==> src/hdl/enigma_pkg.sv <==
// types, wiring tables and mod-26 helpers for the three-rotor cipher
`default_nettype none
package enigma_pkg;

	localparam int ALPHA = 26;
	localparam int LAST_POS = 25;

	typedef logic [4:0] letter_t;

	typedef struct packed {
		letter_t left;
		letter_t middle;
		letter_t right;
	} rotor_pos_t;

	localparam logic CMD_ENCIPHER = 1'b0;
	localparam logic CMD_LOAD = 1'b1;

	// forward wirings, index = input contact
	localparam letter_t WIRE_RIGHT [ALPHA] = '{
		5'd4, 5'd10, 5'd12, 5'd5, 5'd11, 5'd6, 5'd3, 5'd16, 5'd21, 5'd25,
		5'd13, 5'd19, 5'd14, 5'd22, 5'd24, 5'd7, 5'd23, 5'd20, 5'd18, 5'd15,
		5'd0, 5'd8, 5'd1, 5'd17, 5'd2, 5'd9};
	localparam letter_t WIRE_MIDDLE [ALPHA] = '{
		5'd0, 5'd9, 5'd3, 5'd10, 5'd18, 5'd8, 5'd17, 5'd20, 5'd23, 5'd1,
		5'd11, 5'd7, 5'd22, 5'd19, 5'd12, 5'd2, 5'd16, 5'd6, 5'd25, 5'd13,
		5'd15, 5'd24, 5'd5, 5'd21, 5'd14, 5'd4};
	localparam letter_t WIRE_LEFT [ALPHA] = '{
		5'd1, 5'd3, 5'd5, 5'd7, 5'd9, 5'd11, 5'd2, 5'd15, 5'd17, 5'd19,
		5'd23, 5'd21, 5'd25, 5'd13, 5'd24, 5'd4, 5'd8, 5'd22, 5'd6, 5'd0,
		5'd10, 5'd12, 5'd20, 5'd18, 5'd16, 5'd14};

	// inverse wirings, index = output contact
	localparam letter_t INV_RIGHT [ALPHA] = '{
		5'd20, 5'd22, 5'd24, 5'd6, 5'd0, 5'd3, 5'd5, 5'd15, 5'd21, 5'd25,
		5'd1, 5'd4, 5'd2, 5'd10, 5'd12, 5'd19, 5'd7, 5'd23, 5'd18, 5'd11,
		5'd17, 5'd8, 5'd13, 5'd16, 5'd14, 5'd9};
	localparam letter_t INV_MIDDLE [ALPHA] = '{
		5'd0, 5'd9, 5'd15, 5'd2, 5'd25, 5'd22, 5'd17, 5'd11, 5'd5, 5'd1,
		5'd3, 5'd10, 5'd14, 5'd19, 5'd24, 5'd20, 5'd16, 5'd6, 5'd4, 5'd13,
		5'd7, 5'd23, 5'd12, 5'd8, 5'd21, 5'd18};
	localparam letter_t INV_LEFT [ALPHA] = '{
		5'd19, 5'd0, 5'd6, 5'd1, 5'd15, 5'd2, 5'd18, 5'd3, 5'd16, 5'd4,
		5'd20, 5'd5, 5'd21, 5'd13, 5'd25, 5'd7, 5'd24, 5'd8, 5'd23, 5'd9,
		5'd22, 5'd11, 5'd17, 5'd10, 5'd14, 5'd12};

	localparam letter_t WIRE_PLUG [ALPHA] = '{
		5'd2, 5'd23, 5'd0, 5'd6, 5'd11, 5'd12, 5'd3, 5'd7, 5'd13, 5'd9,
		5'd20, 5'd4, 5'd5, 5'd8, 5'd18, 5'd21, 5'd16, 5'd17, 5'd14, 5'd24,
		5'd10, 5'd15, 5'd25, 5'd1, 5'd19, 5'd22};
	localparam letter_t WIRE_REFL [ALPHA] = '{
		5'd12, 5'd2, 5'd1, 5'd24, 5'd19, 5'd14, 5'd16, 5'd21, 5'd8, 5'd9,
		5'd10, 5'd11, 5'd0, 5'd15, 5'd5, 5'd13, 5'd6, 5'd22, 5'd20, 5'd4,
		5'd18, 5'd7, 5'd17, 5'd25, 5'd3, 5'd23};

	// fold a 5-bit value into 0..25
	function automatic letter_t reduce26(input letter_t v);
		reduce26 = (v >= letter_t'(ALPHA)) ? letter_t'(v - letter_t'(ALPHA)) : v;
	endfunction

	// (a + b) mod 26 for a, b in 0..25
	function automatic letter_t add26(input letter_t a, input letter_t b);
		logic [5:0] s;
		s = {1'b0, a} + {1'b0, b};
		add26 = (s >= 6'(ALPHA)) ? letter_t'(s - 6'(ALPHA)) : letter_t'(s);
	endfunction

	// (a - b) mod 26 for a, b in 0..25
	function automatic letter_t sub26(input letter_t a, input letter_t b);
		logic [5:0] s;
		s = {1'b0, a} + 6'(ALPHA) - {1'b0, b};
		sub26 = (s >= 6'(ALPHA)) ? letter_t'(s - 6'(ALPHA)) : letter_t'(s);
	endfunction

endpackage
`default_nettype wire

==> src/hdl/enigma_path.sv <==
// combinational letter path: plugboard, rotors, reflector and back
`default_nettype none
module enigma_path import enigma_pkg::*; (
	input  wire letter_t    letter,
	input  wire rotor_pos_t pos,
	output letter_t         cipher
);

	letter_t p0, r0, m0, l0, rf, l1, m1, r1;

	always_comb begin
		p0 = WIRE_PLUG[letter];
		r0 = WIRE_RIGHT[add26(p0, pos.right)];
		m0 = WIRE_MIDDLE[add26(r0, pos.middle)];
		l0 = WIRE_LEFT[add26(m0, pos.left)];
		rf = WIRE_REFL[l0];
		l1 = sub26(INV_LEFT[rf], pos.left);
		m1 = sub26(INV_MIDDLE[l1], pos.middle);
		r1 = sub26(INV_RIGHT[m1], pos.right);
		cipher = WIRE_PLUG[r1];
	end

endmodule
`default_nettype wire

==> src/hdl/three_rotor_enigma_cipher.sv <==
// top level of the three-rotor letter cipher
// usage:
//   item channel takes one item_valid beat a cycle while item_stall is low.
//   command encipher: letter (0..25, 26..31 fold to 0..25) is enciphered
//   with the current rotor positions, then the rotors step like an odometer.
//   command load: start_left/middle/right become the positions; no result.
//   result channel (result_valid / result_stall) returns cipher_letter.
// order: an accepted letter is captured in the input register, passes the
//   rotor path and is registered in the result register, which drives the
//   result port; loads take effect for the very next beat.
// throughput: one beat per cycle unless stalled, set by the single pass
//   through the rotor path between the input and the result register.
// stall: while result_stall holds a waiting result, one more letter may sit
//   in the input register; only then is item_stall raised.
// reset: positions go to left 1, middle 2, right 4; both registers empty.
`default_nettype none
module three_rotor_enigma_cipher import enigma_pkg::*; (
	input  wire       clk,
	input  wire       arst_n,
	input  wire       item_valid,
	output logic      item_stall,
	input  wire       command,
	input  wire [4:0] letter,
	input  wire [4:0] start_left,
	input  wire [4:0] start_middle,
	input  wire [4:0] start_right,
	output logic      result_valid,
	input  wire       result_stall,
	output logic [4:0] cipher_letter
);

	// architectural rotor positions, raw as loaded
	rotor_pos_t pos_q;

	// input register: letter and positions (folded) used for it
	logic       valid_s1;
	letter_t    letter_s1;
	rotor_pos_t pos_s1;

	logic       result_valid_q;
	letter_t    cipher_q;

	logic       out_free;
	logic       item_acc;
	letter_t    cipher_comb;
	rotor_pos_t pos_next;
	logic       carry_r, carry_m;

	assign out_free   = !result_valid_q || !result_stall;
	assign item_stall = valid_s1 && !out_free;
	assign item_acc   = item_valid && !item_stall;

	// odometer step; anything at 25 or above wraps and carries
	always_comb begin
		carry_r = pos_q.right >= letter_t'(LAST_POS);
		carry_m = pos_q.middle >= letter_t'(LAST_POS);
		pos_next = pos_q;
		if (carry_r) begin
			pos_next.right = '0;
			if (carry_m) begin
				pos_next.middle = '0;
				pos_next.left = (pos_q.left >= letter_t'(LAST_POS)) ? '0
					: letter_t'(pos_q.left + 5'd1);
			end else begin
				pos_next.middle = letter_t'(pos_q.middle + 5'd1);
			end
		end else begin
			pos_next.right = letter_t'(pos_q.right + 5'd1);
		end
	end

	always_ff @(posedge clk or negedge arst_n) begin
		if (!arst_n) begin
			pos_q.left   <= 5'd1;
			pos_q.middle <= 5'd2;
			pos_q.right  <= 5'd4;
		end else if (item_acc) begin
			if (command == CMD_LOAD) begin
				pos_q.left   <= start_left;
				pos_q.middle <= start_middle;
				pos_q.right  <= start_right;
			end else begin
				pos_q <= pos_next;
			end
		end
	end

	// input register advances whenever it is empty or the result register can move
	always_ff @(posedge clk or negedge arst_n) begin
		if (!arst_n) begin
			valid_s1 <= 1'b0;
		end else if (!item_stall) begin
			valid_s1 <= item_acc && (command == CMD_ENCIPHER);
		end
	end

	always_ff @(posedge clk) begin
		if (item_acc && (command == CMD_ENCIPHER)) begin
			letter_s1     <= reduce26(letter);
			pos_s1.left   <= reduce26(pos_q.left);
			pos_s1.middle <= reduce26(pos_q.middle);
			pos_s1.right  <= reduce26(pos_q.right);
		end
	end

	enigma_path u_path (
		.letter (letter_s1),
		.pos    (pos_s1),
		.cipher (cipher_comb)
	);

	// result register
	always_ff @(posedge clk or negedge arst_n) begin
		if (!arst_n) begin
			result_valid_q <= 1'b0;
		end else if (out_free) begin
			result_valid_q <= valid_s1;
		end
	end

	always_ff @(posedge clk) begin
		if (out_free && valid_s1) begin
			cipher_q <= cipher_comb;
		end
	end

	assign result_valid  = result_valid_q;
	assign cipher_letter = cipher_q;

`ifndef SYNTH
	// a stalled result beat stays put
	a_result_hold: assert property (@(posedge clk) disable iff (!arst_n)
		(result_valid_q && result_stall) |=> (result_valid_q && $stable(cipher_q)))
		else $error("stalled result changed");

	a_out_range: assert property (@(posedge clk) disable iff (!arst_n)
		result_valid_q |-> (cipher_q < letter_t'(ALPHA)))
		else $error("cipher letter out of range");

	a_load_pos: assert property (@(posedge clk) disable iff (!arst_n)
		(item_acc && command == CMD_LOAD) |=>
		(pos_q.left == $past(start_left) && pos_q.middle == $past(start_middle)
		&& pos_q.right == $past(start_right)))
		else $error("load did not set rotor positions");

	a_load_no_result: assert property (@(posedge clk) disable iff (!arst_n)
		(item_acc && command == CMD_LOAD) |=> !valid_s1)
		else $error("load produced a result");

	a_stall_full: assert property (@(posedge clk) disable iff (!arst_n)
		item_stall |-> (valid_s1 && result_valid_q && result_stall))
		else $error("stall raised with room available");
`endif

endmodule
`default_nettype wire

==> config.mk <==
export PLATFORM = sky130hd
export DESIGN_NAME = three_rotor_enigma_cipher
export DESIGN_NICKNAME = d
export VERILOG_FILES = /design/src/hdl/enigma_pkg.sv /design/src/hdl/enigma_path.sv /design/src/hdl/three_rotor_enigma_cipher.sv
export SDC_FILE = /design/constraint.sdc
export NUM_CORES = 1
export LEC_CHECK = 0
export BUFFER_PORTS_ARGS = -buffer_cell sky130_fd_sc_hd__buf_4
export CAP_MARGIN = 20
export CORE_MARGIN = 2
export CORE_UTILIZATION = 60
export DETAILED_ROUTE_END_ITERATION = 10
export HOLD_SLACK_MARGIN = 0.1
export PLACE_DENSITY = 0.78
export SLEW_MARGIN = 40
export SYNTH_ARGS = -nofsm -noshare
export SYNTH_HDL_FRONTEND = slang
export SYNTH_SLANG_ARGS = --single-unit
==> constraint.sdc <==
create_clock -name clk -period 53.3 [get_ports clk]
set_clock_uncertainty 0.2 [all_clocks]
set_input_delay 5.33 -clock clk [delete_from_list [all_inputs] [get_ports clk]]
set_output_delay 5.33 -clock clk [all_outputs]
set_load 0.1 [all_outputs]
==> flow_summary.json <==
{
  "fp-row-count": 39,
  "setup_tns_ps": 0,
  "grt_use_met1_pct": 32.7,
  "coreArea_um2": 11300,
  "worst_pin_slew_ps": 780,
  "hold_class": "reg2reg",
  "post-cts-setup-buffer-count": 0,
  "regArea_um2": 1180,
  "grt_max_degree": 27,
  "fp.dieW_um": 111,
  "async_reset_ff_share_pct": 40.5,
  "wire_per_inst_um": 15.6,
  "clock_path_buffers": 2,
  "cts_tree": "done",
  "crit_path_frequent_cell": "inv_1",
  "die_area_um2": 12300,
  "synth-seq-cells": 42,
  "slowest_stage": "mux2i_1",
  "drv_slew": 0,
  "synth_top_area_share_pct": 20.7,
  "fp.dieH_um": 111,
  "dr.pass1.iters": 5,
  "worstPathRequired_ps": 53130,
  "outcome": "completed",
  "drive_above_1_share_pct": 8.95,
  "hpwl_um": 12400,
  "drc": 0,
  "postRouteAntennaNets": 0,
  "ys.warnings.count": 0,
  "arrival_ps": 21770,
  "maxCapViolCount": 0,
  "multiInputGateArea_um2": 5320,
  "place.gp.congestion": 0.932,
  "top_usage_layer": "met2",
  "cts_sinks": 42,
  "hold_viol": 0,
  "vias_per_cell": 6.24,
  "grt_pass1_vias": 6149,
  "syn-num-nets": 1010,
  "root_buffer": "clkbuf_16",
  "io_pins": 32,
  "synth_edf_count": 25,
  "numCtsBuffers": 5,
  "drt_wl_total_um": 16000,
  "start_util_pct": 60.8,
  "end_kind": "flop",
  "placement.io_buffers": 31,
  "path_clk_slew_ps": 60,
  "first_iter_violations": 447,
  "cts_resized": 0,
  "holdBufCountCts": 0,
  "grt_antenna_before_repair": 0,
  "crit_type": "reg2reg",
  "rsz0062_at_grt": "false",
  "areaGrowthSynthToFinish_pct": 8.10,
  "grt_util_met2_pct": 46.8,
  "synthFlopType": "edfxtp_1",
  "finalCritPeriodShare_pct": 41.2,
  "start_kind": "flop",
  "grt_pass1_wl_um": 27500,
  "fillers": 961,
  "syn_inst": 865,
  "period_needed_ps": 21940,
  "synth.area.top_cells": "ha_1, edfxtp_1, a21oi_1, dfrtp_1, inv_1",
  "worstPathMaxFanout": 10,
  "syn_area_um2": 6880,
  "fmax_mhz": 45.6,
  "htreeDepth": 2,
  "yosysTopAreaCell": "ha_1",
  "synth.avg_cell_area_um2": 7.95,
  "vias": 6398,
  "synth_seq_area_share_pct": 17.2,
  "finalSetupViolCount": 0,
  "grt-ovfl-total": 0,
  "clk_latency_ps": 290,
  "grt_use_met3_pct": 2.02,
  "fin_nets": 1027,
  "ys_types": 71,
  "slew_headroom_pct": 46.5,
  "antenna_cells": 0,
  "crit_path_max_incr_delay_ps": 720,
  "track_usage_pct": 25.6
}
==> cells by family after synthesis <==
| family | count (synthesis) | synth area share [%] |
|---|---|---|
| AOI/OAI and AO/OA | 299 | 28.6 |
| and+or+nand+nor | 216 | 14.4 |
| buffers and inverters | 115 | 6.33 |
| DFF | 42 | 17.2 |
| muxes | 35 | 5.95 |
| xor gates and xnor gates | 38 | 5.06 |
| adders and majority gates | 120 | 22.5 |
==> worst max-delay path, delay by kind of cell (launching register included) <==
| family | cells | cell delay (ps) |
|---|---|---|
| AOI/OAI and AO/OA | 33 | 6620 |
| adders and majority gates | 21 | 6170 |
| xor gates and xnor gates | 9 | 3030 |
| muxes | 6 | 2080 |
| buffers and inverters | 17 | 1870 |
| and+or+nand+nor | 10 | 1220 |
| DFF | 1 | 500 |
==> layout make-up <==
cell class                      instances  share of cell area, %
Inverter                               93                   4.70
Tap cell                              143                   2.41
Clock inverter                          1                  0.404
Sequential cell                        42                   15.9
Timing Repair Buffer                   32                   3.23
Clock buffer                            7                   1.78
Multi-Input combinational cell        708                   71.6
==> cell usage after synthesis, types with 6 or more instances <==
library cell  count
a211oi_1         25
a21o_1           17
a21oi_1          74
a31oi_1          13
and2_1            9
and3_1            8
clkbuf_1         18
dfrtp_1          14
edfxtp_1         25
fa_1              6
ha_1            114
inv_1            92
mux2_2            6
mux2i_1          23
nand2_1          63
nand3_1          22
nor2_1           63
nor2b_1           9
nor3_1           22
o211ai_1         15
o21ai_0          69
o21bai_1          8
o22ai_1           8
o31ai_1          11
xnor2_1          29
xor2_1            7
==> metrics by stage <==
stage	area, µm²	hold WS, ps	util [%]	setup WS, ps	cells
final	7430	282	65.7	31360	1026
after floorplan	6880	243	-	34440	865
after global routing	7430	303	65.7	29490	1026
after detailed placement	7240	267	64.0	31630	1018
after CTS	7410	285	65.4	31520	1026
after global placement	7210	258	63.7	32070	1018
==> worst paths after layout <==
path                       cells after the start                          to  slack [ps]                   start
setup reg to reg                              96  cipher_letter[2]$_DFFE_PP_       31360  letter_s1[1]$_DFFE_PP_
min in group asynchronous                      1        pos_q[7]$_DFFE_PN0P_        4700                  arst_n
hold / removal                                 1    result_valid$_DFFE_PN0N_         280    valid_s1$_DFFE_PN0N_
setup / recovery                              96  cipher_letter[2]$_DFFE_PP_       31360  letter_s1[1]$_DFFE_PP_
hold reg to reg                                1    result_valid$_DFFE_PN0N_         280    valid_s1$_DFFE_PN0N_
max in group asynchronous                      1       pos_q[10]$_DFFE_PN1P_       47950                  arst_n
==> cells in the final DEF, fill, tap and decap left out, drive strengths merged, types with 17 or more instances in the layout <==
cell type    n
mux2i       24
buf         32
nor3        22
o21ai       71
inv         93
a21o        17
edfxtp      25
nand3       22
nor2        63
a21oi       74
a211oi      28
ha         114
nand2       63
xnor2       29
==> per-layer routing <==
layer | vias up | wire (µm)
li1 | 3178 | -
met1 | 3000 | 7090
met2 | 195 | 8000
met3 | 25 | 649
met4 | 0 | 263
met5 | - | 0
==> sequential cells by signal, summed over array words and instances (netlist names) <==
| name | flops |
|---|---|
| pos_s1 | 15 |
| valid_s1 | 1 |
| letter_s1 | 5 |
| result_valid | 1 |
| pos_q | 15 |
| cipher_letter | 5 |
Power is not shown: default switching activity piles up to over one toggle a cycle in this logic, so the estimate is an artifact.
